$ cat config.mk
export PLATFORM = sky130hd
export DESIGN_NAME = radix_to_ascii_converter
export DESIGN_NICKNAME = d
export VERILOG_FILES = /design/src/rtl/r2a_pkg.sv /design/src/rtl/r2a_ram.sv /design/src/rtl/r2a_ctrl.sv /design/src/rtl/r2a_dp.sv /design/src/rtl/radix_to_ascii_converter.sv
export SDC_FILE = /design/constraint.sdc
export NUM_CORES = 1
export LEC_CHECK = 0
export ABC_AREA = 1
export ABC_CLOCK_PERIOD_IN_PS = 3200
export BUFFER_PORTS_ARGS = -buffer_cell sky130_fd_sc_hd__buf_2
export CAP_MARGIN = 25
export CORE_UTILIZATION = 39
export CTS_CLUSTER_SIZE = 40
export DETAILED_ROUTE_END_ITERATION = 6
export PLACE_DENSITY = 0.67
export SYNTH_ARGS = -nofsm -noshare
export SYNTH_HDL_FRONTEND = slang
export SYNTH_SLANG_ARGS = --single-unit
$ cat constraint.sdc
create_clock -name clk -period 3.2 [get_ports clk]
set_clock_uncertainty 0.2 [all_clocks]
set_input_delay 0.64 -clock clk [delete_from_list [all_inputs] [get_ports clk]]
set_output_delay 0.64 -clock clk [all_outputs]
set_load 0.1 [all_outputs]
$ cat src/rtl/r2a_pkg.sv
`default_nettype none

package r2a_pkg;

  localparam int RADIX_W = 6;
  localparam int CHAR_W  = 7;
  localparam int TOTAL_W = 7;

  localparam logic [RADIX_W-1:0] RADIX_MIN   = 6'd2;
  localparam logic [RADIX_W-1:0] RADIX_MAX   = 6'd36;
  localparam logic [RADIX_W-1:0] RADIX_RESET = 6'd10;
  localparam logic [RADIX_W-1:0] DEC_DIGITS  = 6'd10;

  localparam logic [CHAR_W-1:0] ASCII_ZERO = 7'h30;
  localparam logic [CHAR_W-1:0] ASCII_A    = 7'h41;

  // Controller to datapath
  typedef struct packed {
    logic load;
    logic div_step;
    logic store;
    logic out_load;
  } cmd_t;

  // Datapath to controller
  typedef struct packed {
    logic div_done;
    logic quot_zero;
    logic last;
    logic out_free;
  } sts_t;

  function automatic logic [RADIX_W-1:0] clamp_radix(input logic [RADIX_W-1:0] r);
    logic [RADIX_W-1:0] res;
    if (r < RADIX_MIN) begin
      res = RADIX_MIN;
    end else if (r > RADIX_MAX) begin
      res = RADIX_MAX;
    end else begin
      res = r;
    end
    return res;
  endfunction

  function automatic logic [CHAR_W-1:0] digit_to_ascii(input logic [RADIX_W-1:0] d);
    logic [CHAR_W-1:0] res;
    if (d < DEC_DIGITS) begin
      res = ASCII_ZERO + {1'b0, d};
    end else begin
      res = ASCII_A + {1'b0, d - DEC_DIGITS};
    end
    return res;
  endfunction

endpackage

`default_nettype wire

$ cat src/rtl/r2a_ram.sv
`default_nettype none

module r2a_ram #(
  parameter int WIDTH = 6,
  parameter int DEPTH = 64
) (
  input  wire logic                     clk,
  input  wire logic                     we,
  input  wire logic [$clog2(DEPTH)-1:0] waddr,
  input  wire logic [WIDTH-1:0]         wdata,
  input  wire logic [$clog2(DEPTH)-1:0] raddr,
  output logic      [WIDTH-1:0]         rdata
);

  logic [WIDTH-1:0] mem [DEPTH];
  logic [WIDTH-1:0] rdata_r;

  // Write one entry, register the read
  always_ff @(posedge clk) begin
    if (we) begin
      mem[waddr] <= wdata;
    end
    rdata_r <= mem[raddr];
  end

  assign rdata = rdata_r;

endmodule

`default_nettype wire

$ cat src/rtl/r2a_ctrl.sv
`default_nettype none

module r2a_ctrl (
  input  wire logic          clk,
  input  wire logic          rst_n,
  input  wire logic          in_valid,
  output logic               in_ready,
  input  wire r2a_pkg::sts_t sts,
  output r2a_pkg::cmd_t      cmd
);
  import r2a_pkg::*;

  localparam logic [2:0] S_IDLE  = 3'd0;
  localparam logic [2:0] S_DIV   = 3'd1;
  localparam logic [2:0] S_STORE = 3'd2;
  localparam logic [2:0] S_RD    = 3'd3;
  localparam logic [2:0] S_OUT   = 3'd4;

  logic [2:0] state_r;
  logic [2:0] state_nxt;

  // Sequence: divide bit by bit, store digit, then read digits back in reverse
  always_comb begin
    state_nxt = state_r;
    cmd       = '0;
    in_ready  = 1'b0;
    case (state_r)
      S_IDLE: begin
        in_ready = 1'b1;
        if (in_valid) begin
          cmd.load  = 1'b1;
          state_nxt = S_DIV;
        end
      end
      S_DIV: begin
        cmd.div_step = 1'b1;
        if (sts.div_done) begin
          state_nxt = S_STORE;
        end
      end
      S_STORE: begin
        cmd.store = 1'b1;
        state_nxt = sts.quot_zero ? S_RD : S_DIV;
      end
      S_RD: begin
        state_nxt = S_OUT;
      end
      S_OUT: begin
        if (sts.out_free) begin
          cmd.out_load = 1'b1;
          state_nxt    = sts.last ? S_IDLE : S_RD;
        end
      end
      default: begin
        state_nxt = S_IDLE;
      end
    endcase
  end

  always_ff @(posedge clk) begin
    if (!rst_n) begin
      state_r <= S_IDLE;
    end else begin
      state_r <= state_nxt;
    end
  end

endmodule

`default_nettype wire

$ cat src/rtl/r2a_dp.sv
`default_nettype none

module r2a_dp #(
  parameter int VALUE_BITS = 64
) (
  input  wire logic                            clk,
  input  wire logic                            rst_n,
  input  wire logic [63:0]                     in_number_in,
  input  wire logic                            cfg_valid,
  output logic                                 cfg_ready,
  input  wire logic [r2a_pkg::RADIX_W-1:0]     cfg_radix,
  output logic                                 out_valid,
  input  wire logic                            out_ready,
  output logic      [r2a_pkg::CHAR_W-1:0]      out_digit_char,
  output logic                                 out_last_digit,
  output logic      [r2a_pkg::TOTAL_W-1:0]     out_digit_total,
  input  wire r2a_pkg::cmd_t                   cmd,
  output r2a_pkg::sts_t                        sts
);
  import r2a_pkg::*;

  localparam int AW = $clog2(VALUE_BITS);
  localparam int CW = $clog2(VALUE_BITS + 1);
  localparam int BW = $clog2(VALUE_BITS);
  localparam logic [BW-1:0] BIT_LAST = BW'(VALUE_BITS - 1);

  logic [RADIX_W-1:0]    radix_r;
  logic [VALUE_BITS-1:0] val_r;
  logic [RADIX_W-1:0]    rem_r;
  logic [BW-1:0]         bit_r;
  logic [CW-1:0]         cnt_r;
  logic [AW-1:0]         rd_ptr_r;
  logic                  out_valid_r;
  logic [CHAR_W-1:0]     char_r;
  logic                  last_r;
  logic [TOTAL_W-1:0]    total_r;

  logic [RADIX_W:0]      trial;
  logic                  ge;
  logic [RADIX_W:0]      diff;
  logic [RADIX_W-1:0]    rd_digit;

  // Restoring division step: shift in one dividend bit, subtract radix if it fits
  assign trial = {rem_r, val_r[VALUE_BITS-1]};
  assign ge    = trial >= {1'b0, radix_r};
  assign diff  = trial - {1'b0, radix_r};

  assign cfg_ready = 1'b1;

  // Radix register, saturated on write
  always_ff @(posedge clk) begin
    if (!rst_n) begin
      radix_r <= RADIX_RESET;
    end else if (cfg_valid) begin
      radix_r <= clamp_radix(cfg_radix);
    end
  end

  // Dividend, remainder and digit count
  always_ff @(posedge clk) begin
    if (cmd.load) begin
      val_r <= in_number_in[VALUE_BITS-1:0];
      rem_r <= '0;
      bit_r <= '0;
      cnt_r <= '0;
    end else if (cmd.div_step) begin
      val_r <= {val_r[VALUE_BITS-2:0], ge};
      rem_r <= ge ? diff[RADIX_W-1:0] : trial[RADIX_W-1:0];
      bit_r <= bit_r + 1'b1;
    end else if (cmd.store) begin
      rem_r <= '0;
      bit_r <= '0;
      cnt_r <= cnt_r + 1'b1;
    end
  end

  // Read pointer walks from the most significant digit down
  always_ff @(posedge clk) begin
    if (cmd.store) begin
      rd_ptr_r <= cnt_r[AW-1:0];
    end else if (cmd.out_load) begin
      rd_ptr_r <= rd_ptr_r - 1'b1;
    end
  end

  r2a_ram #(
    .WIDTH(RADIX_W),
    .DEPTH(VALUE_BITS)
  ) u_digits (
    .clk  (clk),
    .we   (cmd.store),
    .waddr(cnt_r[AW-1:0]),
    .wdata(rem_r),
    .raddr(rd_ptr_r),
    .rdata(rd_digit)
  );

  // Output register: hold until taken
  always_ff @(posedge clk) begin
    if (!rst_n) begin
      out_valid_r <= 1'b0;
    end else if (cmd.out_load) begin
      out_valid_r <= 1'b1;
    end else if (out_ready) begin
      out_valid_r <= 1'b0;
    end
  end

  always_ff @(posedge clk) begin
    if (cmd.out_load) begin
      char_r  <= digit_to_ascii(rd_digit);
      last_r  <= (rd_ptr_r == '0);
      total_r <= TOTAL_W'(cnt_r);
    end
  end

  assign out_valid       = out_valid_r;
  assign out_digit_char  = char_r;
  assign out_last_digit  = last_r;
  assign out_digit_total = total_r;

  assign sts.div_done  = (bit_r == BIT_LAST);
  assign sts.quot_zero = (val_r == '0);
  assign sts.last      = (rd_ptr_r == '0);
  assign sts.out_free  = !out_valid_r || out_ready;

endmodule

`default_nettype wire

$ cat src/rtl/radix_to_ascii_converter.sv
`default_nettype none

// Chan | Handshake            | Payload                                         | Item
// in   | in_valid, in_ready   | in_number_in                                    | value to convert
// out  | out_valid, out_ready | out_digit_char, out_last_digit, out_digit_total | digit, MSD first
// cfg  | cfg_valid, cfg_ready | cfg_radix                                       | radix, 2..36
//
// The bit-serial divider produces each digit (one quotient bit a cycle), and the digits are
// then read back from the digit RAM. Reset sets the radix to 10 and empties the output
// register. A stalled output holds the digit read-back; the next item is taken while the
// final digit still waits.

module radix_to_ascii_converter #(
  parameter int VALUE_BITS = 64
) (
  input  wire logic                        clk,
  input  wire logic                        rst_n,
  input  wire logic                        in_valid,
  output logic                             in_ready,
  input  wire logic [63:0]                 in_number_in,
  output logic                             out_valid,
  input  wire logic                        out_ready,
  output logic      [r2a_pkg::CHAR_W-1:0]  out_digit_char,
  output logic                             out_last_digit,
  output logic      [r2a_pkg::TOTAL_W-1:0] out_digit_total,
  input  wire logic                        cfg_valid,
  output logic                             cfg_ready,
  input  wire logic [r2a_pkg::RADIX_W-1:0] cfg_radix
);
  import r2a_pkg::*;

  cmd_t cmd;
  sts_t sts;

  r2a_ctrl u_ctrl (
    .clk     (clk),
    .rst_n   (rst_n),
    .in_valid(in_valid),
    .in_ready(in_ready),
    .sts     (sts),
    .cmd     (cmd)
  );

  r2a_dp #(
    .VALUE_BITS(VALUE_BITS)
  ) u_dp (
    .clk            (clk),
    .rst_n          (rst_n),
    .in_number_in   (in_number_in),
    .cfg_valid      (cfg_valid),
    .cfg_ready      (cfg_ready),
    .cfg_radix      (cfg_radix),
    .out_valid      (out_valid),
    .out_ready      (out_ready),
    .out_digit_char (out_digit_char),
    .out_last_digit (out_last_digit),
    .out_digit_total(out_digit_total),
    .cmd            (cmd),
    .sts            (sts)
  );

endmodule

`default_nettype wire

## After elaboration in Yosys (flattened, before gate mapping)

Memory sizes are Yosys's and may differ from the RTL's. A register that Yosys moved wholly into a read port is not among the register bits.
Index checks and enable logic that the tools add are counted.

| storage, ports and cells | value |
|---|---|
| RAM bits | 384 |
| input port bits | 75 |
| output and inout port bits | 18 |
| word-level logic and storage cells | 71 |
| bits in registers | 114 |
| memories kept | 1 |

| operators by class | value |
|---|---|
| $add $sub $neg | 7 |
| multiplexer cells | 28 |
| $lt $le $gt $ge | 4 |
| bitwise logic cells | 1 |
| reduce and logical (&&, ||, !) cells | 11 |
| eq/ne operators | 8 |

Memory list:

| memory | words | width | read ports | clocked after Yosys merged registers in | write ports | RTL line | text |
|---|---|---|---|---|---|---|---|
| u_dp.u_digits.mem | 64 | 6 | 1 | 1 | 1 | r2a_ram.sv:15 | `logic [WIDTH-1:0] mem [DEPTH];` |

Operators by type and width:

| operator | number |
|---|---|
| 64-bit two-way mux | 2 |
| 64-bit zero test | 1 |
| 6-bit two-way mux | 8 |
| 3-bit case mux with 5 select lines | 1 |
| 1-bit two-way mux | 11 |
| 3-bit two-way mux | 3 |
| 2-bit nonzero test | 4 |
| 6-bit by 6-bit adder with 7-bit output, first input constant | 1 |
| 7-bit by 1-bit adder with 7-bit output, second input constant | 1 |
| 7-bit by 6-bit adder with 7-bit output, first input constant | 1 |
| 7-bit by 6-bit >= comparator with 1-bit output | 1 |
| 7-bit two-way mux | 1 |
| 6-bit by 1-bit adder with 6-bit output, second input constant | 1 |
| 3-bit by 2-bit == test with 1-bit output, second input constant | 2 |
| 6-bit == test, second input constant | 1 |
| 6-bit greater-than comparator, second input constant | 1 |
| 6-bit zero test | 1 |
| 6-bit by 2-bit less-than comparator with 1-bit output, second input constant | 1 |
| 6-bit by 4-bit less-than comparator with 1-bit output, second input constant | 1 |
| 2-bit != test, second input constant | 3 |
| 6-bit by 1-bit subtractor with 6-bit output, second input constant | 1 |
| 6-bit by 4-bit subtractor with 6-bit output, second input constant | 1 |
| 6-bit subtractor | 1 |
| 2-bit two-way mux | 2 |
| other kinds (8) | 8 |

## Logic depth before layout (Yosys ltp)

Gate-level depths: netlist (run 1).

| logic depth | value |
|---|---|
| depth in word-level cells | 6 |
| depth in mapped cells | 11 |

## Hierarchy

Synthesis (run 1) repeated with hierarchy kept, for this count alone.

| second synthesis, totals | value |
|---|---|
| cells, all modules | 2,022 |
| area total of the unflattened synthesis | 21,585.7 sq um |

Modules (own cells, without submodules):

| module | seq. area each (sq um) | times used | area each (sq um) | cells an instance |
|---|---|---|---|---|
| r2a_ram | 11,651.2 | 1 | 15,930.3 | 1,376 |
| r2a_dp | 3,072.9 | 1 | 5,426.5 | 612 |
| r2a_ctrl | 60.1 | 1 | 229.0 | 34 |

## Worst setup path before layout (run 1)

Ideal clock, no wire load.

| path | value |
|---|---|
| kind | input port to flip-flop |
| start | input in_valid |
| end | register u_dp.val_r[0] (enable) |
| stages | 5 |
| path slack | 77 ps |
| library setup time | 424 ps |
| arrival | 2,499 ps |
| cell sequence | inv_1 -> nor2_4 -> inv_1 -> buf_2 -> nand2_1 |

| on the way | value |
|---|---|
| word-level cells in the longest chain between the ends | 3 |

Ends and longest elaborated chain:

| element | RTL line | text |
|---|---|---|
| start: declaration | radix_to_ascii_converter.sv:18 | `input wire logic in_valid,` |
| 1-bit two-way mux | r2a_ctrl.sv:30 | `if (in_valid) begin` |
| 1-bit two-way mux | r2a_ctrl.sv:27 | `case (state_r)` |
| 2-bit nonzero test (no line) | n/a |  |
| end signal: assignment | r2a_dp.sv:62 | `val_r <= in_number_in[VALUE_BITS-1:0];` |
| end signal: assignment | r2a_dp.sv:67 | `val_r <= {val_r[VALUE_BITS-2:0], ge};` |
| end: declaration | r2a_dp.sv:28 | `logic [VALUE_BITS-1:0] val_r;` |

Every way passes these cells.
A chain may end at the register's enable or synchronous reset.

## Final worst setup path (run 1)

| path | value |
|---|---|
| start | register u_ctrl.state_r[0] |
| end | output in_ready |

| on the way | value |
|---|---|
| word-level cells in the longest chain between the ends | 2 |

Ends and longest elaborated chain:

| element | RTL line | text |
|---|---|---|
| start: declaration | r2a_ctrl.sv:19 | `logic [2:0] state_r;` |
| start signal: assignment | r2a_ctrl.sv:64 | `state_r <= state_nxt;` |
| 3-bit zero test | r2a_ctrl.sv:27 |  |
| 1-bit two-way mux | r2a_ctrl.sv:27 |  |
| end: declaration | radix_to_ascii_converter.sv:19 | `output logic in_ready,` |

Every way passes these cells.

==> results of run 1 <==
-- layer usage --
layer  global-route usage [%]  vias to the layer above  wire [µm]
li1                         -                     7458          -
met5                        0                        -          0
met2                     29.9                      541      25000
met4                     5.92                        0       1320
met3                     3.11                       95       3680
met1                     23.5                     7309      22400
-- layout make-up --
| class | count | area, µm² |
|---|---|---|
| fill | 5283 | 31400 |
| sequential | 504 | 14800 |
| inverter | 312 | 1170 |
| clock buffer | 62 | 1380 |
| tap | 756 | 946 |
| multi-input combinational | 1283 | 5940 |
| clock inverter | 34 | 319 |
| timing repair buffer | 122 | 801 |
-- synth_stat cells, drive strengths merged --
master	count	area, µm²
a31oi	3	18.8
conb	1	3.75
and3	1	6.26
nand2	566	2120
o211ai	25	188
a21boi	1	7.51
inv	308	1160
xor2	6	52.6
clkinv	4	15.0
ha	14	175
o21bai	1	7.51
clkbuf	19	75.1
a311oi	2	17.5
nand3	338	1700
nor2	130	503
fa	1	20.0
a211oi	1	7.51
o21ai	66	330
o22ai	2	12.5
edfxtp	469	14100
a221oi	1	8.76
nand4	14	87.6
dfxtp	35	701
nand3b	1	7.51
a22oi	2	15.0
a21oi	29	156
nor3	12	60.1
nor3b	1	7.51
xnor2	6	52.6
nor4	1	6.26
buf	84	542
or2	58	363
-- final timing paths --
| path | endpoint | slack (ps) | depth (start not counted) |
|---|---|---|---|
| setup / recovery | in_ready | 560 | 4 |
| hold / removal | u_dp.radix_r[1]$_SDFFE_PN1P_ | 70 | 2 |
| hold reg to reg | u_dp.out_digit_total[6]$_DFFE_PP_ | 260 | 0 |
| setup reg to reg | u_dp.u_digits.mem[41][4]$_DFFE_PP_ | 680 | 5 |
-- logic make-up (layout without fill, tap and decap cells) --
logic type	after synthesis	count (layout)	share of synthesized area [%]
other cells	1	1	0.0167
compound gates	133	133	3.42
simple gates	1122	1122	21.6
flops	504	504	65.7
buf+inv	415	530	7.95
fa+ha+maj	15	15	0.867
xor+xnor	12	12	0.467
-- where the power goes --
| part | total, mW | internal, mW | switching (mW) |
|---|---|---|---|
| clock | 6.03 | 3.55 | 2.48 |
| sequential | 8.50 | 8.29 | 0.211 |
| combinational | 2.87 | 0.740 | 2.13 |
| total | 17.4 | 12.6 | 4.82 |
-- through the flow --
step	util (%)	total power, mW	setup slack (ps)
after detailed placement	41.7	11.5	678
after CTS	44.7	17.5	551
after global placement	41.7	11.5	714
final	44.7	17.4	564
after global routing	44.7	18.1	469
after floorplan	-	10.5	77.3
-- registers in the layout (all words and copies together) (netlist names) --
signal	count
u_dp.out_digit_char	7
u_dp.out_last_digit	1
u_ctrl.state_r	3
u_dp.radix_r	6
u_dp.out_valid	1
u_dp.val_r	64
u_dp.rem_r	6
u_dp.bit_r	6
u_dp.cnt_r	7
u_dp.out_digit_total	7
u_dp.rd_ptr_r	6
u_dp.u_digits.rdata	6
u_dp.u_digits.mem	384
==> results.md, run 1 <==
- Status: finished, final reports clean
- Layout Nets: roughly 2400
- Average wire length per cell after detail routing: ~17 µm
- Path type of the worst min-delay path: primary input to flop
- Count of hold buffers inserted by post-cts repair: 0
- Sequential element share of the synthesized area: between 60% and 70%
- Pwr/cell area: slightly below 700 nW/µm²
- Setup crit start kind: flop
- TritonCTS buffer count: 52
- Post-route clock period utilization: about 82%
- Post-Synthesis Mean Instance Area: just over 10 µm²
- Upper clock frequency limit: 0.379 GHz
- Number of DRC markers after the initial detailed-route iteration: about 1200
- Final period demand of the worst path: between 2000 and 3000 ps
- Worst-case headroom to the max-slew limit: about 30%
- Site Rows: 87
- Drt first pass iters: 5
- Placer congestion estimate: just under 0.9
- Standard cell core area: between 50000 and 60000 µm²
- Origin of the critical flop-to-flop path: u_ctrl.state_r[2]$_SDFFE_PN0P_
- Sinks on the clock net: 504
- CP Launch Point: u_ctrl.state_r[0]$_SDFFE_PN0P_
- Number of instances in the synthesized netlist: between 2000 and 2500
- Critical Path AT: 1800 ps
- Net count of the mapped netlist: roughly 2300
- TritonCTS clock tree: yes
- Cell at the root of the clock tree: clkbuf_16
- Pin count of the biggest net entering global routing: 116
- Number of antenna-violating nets in the routed design: 0
- Cell type of the slowest stage on the worst timing path: buf_2
- Total I/O pin count: 93
- Number of failing hold endpoints at the final stage: 0
- Initial core utilization: between 30% and 40%
- Critical Path Sink Type: primary output
- Combined area of all synthesized cells: 22500 µm²
- Type of the setup path with the least slack: flop to primary output
- Post-Route Hold Slack: between 60 and 70 ps
- Sequence of cells on the critical path: nor2_1, nand2_1, inv_1, buf_2
- Initial antenna violation count: 0
- Gr usage total: about 18%
- Commonest cells after routing, fill and taps aside: nand2_1, edfxtp_1, nand3_1, inv_1, nor2_1
- Remaining DRCs: 0
- Via count: between 15000 and 20000
- Max-slew violations: 0
- Largest delay contributor family on the critical path: buffers and inverters
- Clock slew seen by the registers of the worst setup and hold paths: 60 ps
- Yosys warns: 0
- Layout Cell Area excl Fill: ~25000 µm²
- Number of distinct library cells after synthesis: 43
- Number of max-cap violations: 0
- Final Setup Violations: 0
- Remaining global-route overflow: 0
- Worst-Skew Late Latency: just under 600 ps
- Hold path start: rst_n
- Vertical extent of the die: 242 µm
- Non-filler instance count after layout: between 3000 and 4000
- Post-synthesis register bit count: ~500
- H-Tree Level Count: 2
- IR Drop Worst-Case VDD: around 0.00055 V
- Slowest cell delay on critical path: between 400 and 500 ps
- Buffers plus inverters on the worst setup path: 2
- Transition at the pin with the smallest max-transition slack: around 1000 ps
- Area delta synth->final: 12.6%
- # port buffers: 91
- Via-to-Cell Ratio: roughly 5
- Post-DP Area: between 20000 and 25000 µm²
- Setup repair bufs after CTS: 0
- Count of inserted antenna diode cells: 0
- Data required time of the critical path: 2360 ps
- Area of the die: 58700 µm²
- Leading cell type in the layout, fill and taps excluded: nand2_1
- Leak Pwr: ~10 nW
- RSZ-0062 raised after global routing: false
- Critical path fanouts, max: 5
- Setup tns final: 0 ps
- Total wire length: about 52000 µm
- Clk buf depth: 3
- Global-route wire length before repair: just over 80000 µm
- Proportion of layout cells with a drive suffix above 1: 10.8%
- Quantity of gates resized following cts: 0
- X dimension of the die: about 240 µm
- Vias in the first global route: around 15000
- Half-perimeter wire length after detailed placement: between 30000 and 40000 µm
- Total placed cells including tap cells: ~3000
Note: power is estimated with default switching activity, not from simulation.
==> inputs of run 2 (changes only) <==
--- a/config.mk
+++ b/config.mk
@@ -5,14 +5,14 @@
 export SDC_FILE = /design/constraint.sdc
 export NUM_CORES = 1
 export LEC_CHECK = 0
-export ABC_AREA = 1
-export ABC_CLOCK_PERIOD_IN_PS = 3200
+export ABC_AREA = 0
+export ABC_CLOCK_PERIOD_IN_PS = 2600
 export BUFFER_PORTS_ARGS = -buffer_cell sky130_fd_sc_hd__buf_2
 export CAP_MARGIN = 25
 export CORE_UTILIZATION = 39
 export CTS_CLUSTER_SIZE = 40
 export DETAILED_ROUTE_END_ITERATION = 6
-export PLACE_DENSITY = 0.67
+export PLACE_DENSITY = 0.65
 export SYNTH_ARGS = -nofsm -noshare
 export SYNTH_HDL_FRONTEND = slang
 export SYNTH_SLANG_ARGS = --single-unit
==> constraint.sdc (replaced) <==
create_clock -name clk -period 2.6 [get_ports clk]
set_clock_uncertainty 0.2 [all_clocks]
set_input_delay 0.52 -clock clk [delete_from_list [all_inputs] [get_ports clk]]
set_output_delay 0.52 -clock clk [all_outputs]
set_load 0.1 [all_outputs]
==> results.md, run 2 <==
- Cell at the root of the clock tree: clkbuf_16
- Registers with the most flip-flops: u_dp.u_digits.mem: 384 flops, u_dp.val_r: 64 flops
- Path type of the worst min-delay path: primary input to flop
- Met2 layer wire length in the routed design: 23300 µm (-6.8%)
- Number of DRC markers after the initial detailed-route iteration: 944 (-23%)
- Final Setup Violations: 0 (unchanged)
- Vertical extent of the die: 234 µm (-3.6%)
- Cell count along the critical path: 3 (-1)
- Worst reg-to-reg path cell count: 7 (+2)
- Leading cell type in the layout, fill and taps excluded: edfxtp_1
- Number of instances in the synthesized netlist: 1355 (-38%)
- Sequence of cells on the critical path: or2_4, nor2_4, buf_2
- Site Rows: 84 (-3.4%)
- Buffers plus inverters on the worst setup path: 1 (-1)
- Drt first pass iters: 7 (+2)
- Cell type of the slowest stage on the worst timing path: buf_2
- Number of failing hold endpoints at the final stage: 0 (unchanged)
- Main combinational cell family by area after synthesis: multiplexers
- Number of antenna-violating nets in the routed design: 0 (unchanged)
- Transition at the pin with the smallest max-transition slack: 788 ps (-245 ps)
- Final design utilization: 47.5% (+2.8 points)
- Total wire length: 48300 µm (-7.7%)
- Via-to-Cell Ratio: 5.34 (+6.6%)
- Standard cell core area: 52800 µm² (-7.0%)
- Wire length on met1: 20300 µm (-9.3%)
- RSZ-0062 raised after global routing: false
- Leak Pwr: 8.90 nW (-13%)
- Largest delay contributor family on the critical path: buffers and inverters
- Net count of the mapped netlist: 1445 (-37%)
- Post-Synthesis Mean Instance Area: 15.4 µm² (+51%)
- Data required time of the critical path: 1880 ps (-480 ps)
- IR Drop Worst-Case VDD: 0.000471 V (-14%)
- Critical path fanouts, max: 4 (-1)
- Commonest cells in the netlist: edfxtp_1, nand2_1, mux4_2
- Setup crit start kind: flop
- Area of the die: 54500 µm² (-7.1%)
- Placer congestion estimate: 0.823 (-7.2%)
- Critical Path AT: 1760 ps (-40 ps)
- Most flop-heavy register: u_dp.u_digits.mem
- # port buffers: 91 (unchanged)
- Share of cell area taken by muxes after synthesis: 11.3% (+11 points)
- Sinks on the clock net: 504 (unchanged)
- Final period demand of the worst path: between 2000 and 2500 ps
- Worst-Skew Late Latency: 600 ps (+20 ps)
- Via count: 12400 (-19%)
- Half-perimeter wire length after detailed placement: 30100 µm (-6.4%)
- Number of distinct library cells after synthesis: 56 (+30%)
- TritonCTS buffer count: 52 (unchanged)
- X dimension of the die: 234 µm (-3.6%)
- Number of cells on the worst hold path: 3 (+1)
- Vias in the first global route: 12600 (-18%)
- Gr usage total: 18.1% (+0.19 points)
- Total I/O pin count: 93 (unchanged)
- Setup tns final: 0 ps (unchanged)
- Clk buf depth: 3 (unchanged)
- Pwr/cell area: 799 nW/µm² (+16%)
- Status: finished, violations left
- Sum of met3 wire segment lengths after detailed routing: 3650 µm (-0.84%)
- Number of max-cap violations: 0 (unchanged)
- Post-synth EDFFs: 469 (unchanged)
- Cells taking the most area after synthesis: edfxtp_1, mux4_2, nand2_1
- Slowest cell delay on critical path: 450 ps (+20 ps)
- Violated checks: design-rule violations
- Type of the setup path with the least slack: flop to primary output
- Synthesized-area fraction occupied by and/or/nand/nor cells: 9.83% (-12 points)
- Proportion of layout cells with a drive suffix above 1: 23.4% (+13 points)
- Async set-or-reset flop fraction in the synthesized netlist: 0% (unchanged)
- Yosys top cell area share: 67.4% (+4.8 points)
- Sequential element share of the synthesized area: 70.7% (+5.0 points)
- Fraction of the mapped netlist area in adder cells: 0.934% (+0.067 points)
- Cell type with the highest aggregate area in the netlist: edfxtp_1
- Combined area of all synthesized cells: 20900 µm² (-7.1%)
- Pin count of the biggest net entering global routing: 71 (-39%)
- Remaining global-route overflow: 0 (unchanged)
- TritonCTS clock tree: yes
- Fraction of synthesized cell area in xor and xnor cells: 0.670% (+0.20 points)
- Clock slew seen by the registers of the worst setup and hold paths: 60 ps (about the same)
- Layout Nets: 1686 (-29%)
- Post-synthesis register bit count: 504 (unchanged)
- H-Tree Level Count: 2 (unchanged)
- Worst-case headroom to the max-slew limit: 47.5% (+17 points)
- Initial antenna violation count: 0 (unchanged)
- Average wire length per cell after detail routing: 20.8 µm (+22%)
- Max reg flops: 384 (unchanged)
- Top-count cell post-synth: edfxtp_1
- Compound-Gate Fraction of Synth Area: 4.24% (+0.82 points)
- Global-route wire length before repair: 74400 µm (-10%)
- Critical Path Sink Type: primary output
- Count of inserted antenna diode cells: 0 (unchanged)
- Upper clock frequency limit: a little over 0.4 GHz
- Post-route clock period utilization: 95.4%
- Yosys warns: 0 (unchanged)
- Max-slew violations: 0 (unchanged)
- Initial core utilization: 39.6% (-0.069 points)
- Commonest cells after routing, fill and taps aside: edfxtp_1, nand2_1, buf_4, buf_2, mux4_2
- Post-Route Hold Slack: 15.2 ps (-53.6 ps)
- Area delta synth->final: 19.8%
- Number of fillers in the final layout: 4478 (-15%)
- Remaining DRCs: 2 (+2)
- Max layer used: met4
- Ys flop type: edfxtp_1
[run 2: cell types whose count changed after synthesis, sizes merged, moves of 12 or more]
cell	change
a22oi	+12
buf	-39
inv	-285
mux2i	+37
mux4	+88
nand2	-320
nand3	-310
nor2	-46
nor4	+18
o211ai	-19
o21a	+12
o21ai	-37
or2	-53
[run 2: power breakdown]
group,switching (mW),internal (mW),total [mW]
logic,1.78,0.722,2.50
registers,0.232,10.1,10.3
clock network,3.06,4.13,7.19
total,5.07,14.9,20.0
[run 2: through the flow]
step                power (mW)  instance area (µm²)  setup WS (ps)  cells
floorplan                 11.9                20900           1.89   1355
global placement          12.8                22800            157   2172
detailed placement        12.9                22800           98.3   2172
CTS                       20.1                25000           80.8   2324
global route              20.7                25000           39.2   2326
finish                    20.0                25000            119   2326
[run 2: final timing paths]
path                                  startpoint  slack, ps                                end
hold reg to reg       u_dp.cnt_r[6]$_SDFFE_PP0P_        260  u_dp.out_digit_total[6]$_DFFE_PP_
setup / recovery  u_ctrl.state_r[2]$_SDFFE_PN0P_        120                           in_ready
hold / removal                  in_number_in[34]         20           u_dp.val_r[34]$_DFFE_PP_
setup reg to reg      u_dp.rd_ptr_r[0]$_DFFE_PP_        150     u_dp.u_digits.rdata[2]$_DFF_P_
[run 2: area by class of cell]
cell class | instances | area [µm²] | share of cell area (%)
multi-input combinational | 755 | 5660 | 22.6
clock inverter | 32 | 270 | 1.08
tap | 688 | 861 | 3.44
timing repair buffer | 260 | 2000 | 7.99
sequential | 504 | 14800 | 59.1
clock buffer | 64 | 1370 | 5.46
inverter | 23 | 86.3 | 0.345
[run 2: metal layers]
metal  vias to the layer above  global-route usage, %
met2                       425                   29.4
met5                         -                      0
met1                      6242                   23.9
met3                        86                   4.68
li1                       5679                      -
met4                         0                   5.30
[run 2: repair_timing]
item                                    CTS  global route
endpoints found under the hold margin    57             0
resized for setup                         0             2
endpoints found under the setup margin    0             1
setup buffers                             0             1
hold buffers                             56             0
[run 2: worst min-delay path, delay by kind of cell]
family	cells	cell delay, ps
and+or+nand+nor	2	100
buffers and inverters	1	70
[run 2: logic make-up (layout without fill, tap and decap cells)]
logic type,after synthesis,after routing
multiplexers,125,125
AND/OR/NAND/NOR,466,466
flip-flops,504,504
XOR/XNOR,16,16
buffers and inverters,96,379
AO/OA/AOI/OAI,132,132
adder cells (fa/ha/maj),15,15
other,1,1
==> inputs of run 3 (changes only) <==
--- a/config.mk
+++ b/config.mk
@@ -9,6 +9,7 @@
 export ABC_CLOCK_PERIOD_IN_PS = 2600
 export BUFFER_PORTS_ARGS = -buffer_cell sky130_fd_sc_hd__buf_2
 export CAP_MARGIN = 25
+export CORE_MARGIN = 3
 export CORE_UTILIZATION = 39
 export CTS_CLUSTER_SIZE = 40
 export DETAILED_ROUTE_END_ITERATION = 6
==> results.md, run 3 (synthesized netlist as in run 2, its figures left out) <==
- Total placed cells including tap cells: 2179 (+0.32%)
- Registers with the most flip-flops: u_dp.u_digits.mem: 384 flops, u_dp.val_r: 64 flops
- Number of cells on the worst hold path: 3 (unchanged)
- Leak Pwr: 9.03 nW (+1.5%)
- Area delta synth->final: 20.6%
- Standard cell core area: 52800 µm² (unchanged)
- Sinks on the clock net: 504 (unchanged)
- Path type of the worst min-delay path: primary input to flop
- Remaining DRCs: 0 (-2)
- Average wire length per cell after detail routing: 20.9 µm (+0.67%)
- Wire length on met1: 20700 µm (+1.7%)
- Initial core utilization: 39.6% (unchanged)
- Upper clock frequency limit: 0.402 GHz (-0.31%)
- Type of the setup path with the least slack: flop to flop
- Via-to-Cell Ratio: 5.37 (+0.51%)
- Clk buf depth: 3 (unchanged)
- Slowest cell delay on critical path: 340 ps (-110 ps)
- TritonCTS clock tree: yes
- Total I/O pin count: 93 (unchanged)
- Number of DRC markers after the initial detailed-route iteration: 1089 (+15%)
- Vertical extent of the die: 238 µm (+1.7%)
- Non-filler instance count after layout: 2337 (+0.47%)
- Commonest cells after routing, fill and taps aside: edfxtp_1, nand2_1, buf_4, buf_2, mux4_2
- Vias in the first global route: 12900 (+2.3%)
- Via count: 12600 (+0.99%)
- Area of the die: 56400 µm² (+3.5%)
- Final design utilization: 47.8% (+0.33 points)
- Transition at the pin with the smallest max-transition slack: 782 ps (-5.80 ps)
- Setup tns final: 0 ps (unchanged)
- Critical Path Sink Type: flop
- Final period demand of the worst path: 2490 ps (+7.77 ps)
- Proportion of layout cells with a drive suffix above 1: 24.7% (+1.3 points)
- Status: finished, final reports clean
- Placer congestion estimate: 0.825 (+0.23%)
- Total wire length: 48900 µm (+1.1%)
- Half-perimeter wire length after detailed placement: 31400 µm (+4.4%)
- IR Drop Worst-Case VDD: 0.000713 V (+51%)
- Gr usage total: 17.5% (-0.59 points)
- Final Setup Violations: 0 (unchanged)
- Remaining global-route overflow: 0 (unchanged)
- Pin count of the biggest net entering global routing: 67 (-5.6%)
- H-Tree Level Count: 2 (unchanged)
- # port buffers: 91 (unchanged)
- TritonCTS buffer count: 52 (unchanged)
- Setup crit start kind: flop
- Max layer used: met4
- Data required time of the critical path: 2690 ps (+810 ps)
- Sum of met3 wire segment lengths after detailed routing: 3500 µm (-4.2%)
- Layout Nets: 1695 (+0.53%)
- Critical Path AT: 2580 ps (+820 ps)
- Crit path top cell by count: buf_4
- Number of failing hold endpoints at the final stage: 0 (unchanged)
- Worst-case headroom to the max-slew limit: 47.9% (+0.39 points)
- Sequence of cells on the critical path: buf_4, nor3b_2, buf_4, nand4b_1, buf_4, nor4_1, buf_4
- Global-route wire length before repair: 76100 µm (+2.2%)
- Max-slew violations: 0 (unchanged)
- Initial antenna violation count: 0 (unchanged)
- Number of max-cap violations: 0 (unchanged)
- Site Rows: 84 (unchanged)
- Pwr/cell area: 815 nW/µm² (+2.0%)
- Critical path fanouts, max: 21 (+17)
- Worst reg-to-reg path cell count: 7 (unchanged)
- Met2 layer wire length in the routed design: 23600 µm (+1.6%)
- Number of antenna-violating nets in the routed design: 0 (unchanged)
- Clock slew seen by the registers of the worst setup and hold paths: 60 ps (about the same)
- X dimension of the die: 238 µm (+1.7%)
- Leading cell type in the layout, fill and taps excluded: edfxtp_1
- Count of inserted antenna diode cells: 0 (unchanged)
- Max reg flops: 384 (unchanged)
- Drt first pass iters: 4 (-3)
- Power consumption: 20.5 mW (+2.7%)
- Post-route clock period utilization: 95.7% (+0.30 points)
- Most flop-heavy register: u_dp.u_digits.mem
- Cell at the root of the clock tree: clkbuf_16
- Cell type of the slowest stage on the worst timing path: dfxtp_1
- Worst-Skew Late Latency: 600 ps (about the same)
-- run 3: changes by cell type in the layout (fill, tap and decap cells not counted), moves of 3 or more --
cell	delta
clkinv_1	-6
bufinv_16	+4
clkbuf_8	+3
clkbuf_1	-8
buf_12	-3
clkinv_2	+8
buf_4	+13
-- run 3: final cells by class --
class | count | area, µm²
Inverter | 23 | 86.3
Clock buffer | 59 | 1380
Tap cell | 688 | 861
Sequential cell | 504 | 14800
Timing Repair Buffer | 269 | 2010
Fill cell | 4431 | 27500
Clock inverter | 39 | 419
Multi-Input combinational cell | 755 | 5670
-- run 3: per-layer routing --
layer  track usage (%)  vias to the layer above
met5                 0                        -
met3              3.86                       77
met2              29.0                      456
met4              4.44                        0
li1                  -                     5695
met1              23.7                     6327
-- run 3: where the power goes --
| group | leakage, nW | switching [mW] | internal (mW) |
|---|---|---|---|
| sequential | 4.67 | 0.200 | 10.1 |
| combinational | 3.47 | 1.79 | 0.697 |
| clock | 0.892 | 3.15 | 4.62 |
-- run 3: worst paths after layout --
path | startpoint | endpoint | slack [ps]
setup / recovery | u_ctrl.state_r[1]$_SDFFE_PN0P_ | u_dp.u_digits.mem[40][2]$_DFFE_PP_ | 110
hold / removal | in_number_in[49] | u_dp.val_r[49]$_DFFE_PP_ | 30
setup reg to reg | u_ctrl.state_r[1]$_SDFFE_PN0P_ | u_dp.u_digits.mem[40][2]$_DFFE_PP_ | 110
hold reg to reg | u_dp.cnt_r[6]$_SDFFE_PP0P_ | u_dp.out_digit_total[6]$_DFFE_PP_ | 260
-- run 3: what timing repair did --
action / in CTS / in global routing
hold endpoints to repair: 58 / 0
setup buffers: 0 / 2
hold buffers: 58 / 0
resized for setup: 0 / 1
setup endpoints to repair: 0 / 12
-- run 3: metrics by stage --
step | cell area, µm² | hold slack (ps) | setup slack (ps)
finish | 25200 | 25.7 | 111
detailed placement | 22800 | 242 | 151
floorplan | 20900 | 206 | 1.89
global route | 25200 | 24.5 | -23.1
global placement | 22800 | 239 | 226
CTS | 25200 | 0.198 | 105
-- run 3: worst max-delay path, delay by kind of cell (launching register included) --
family                 cells  cell delay [ps]
buffers and inverters      4              980
and+or+nand+nor            3              660
DFF                        1              340
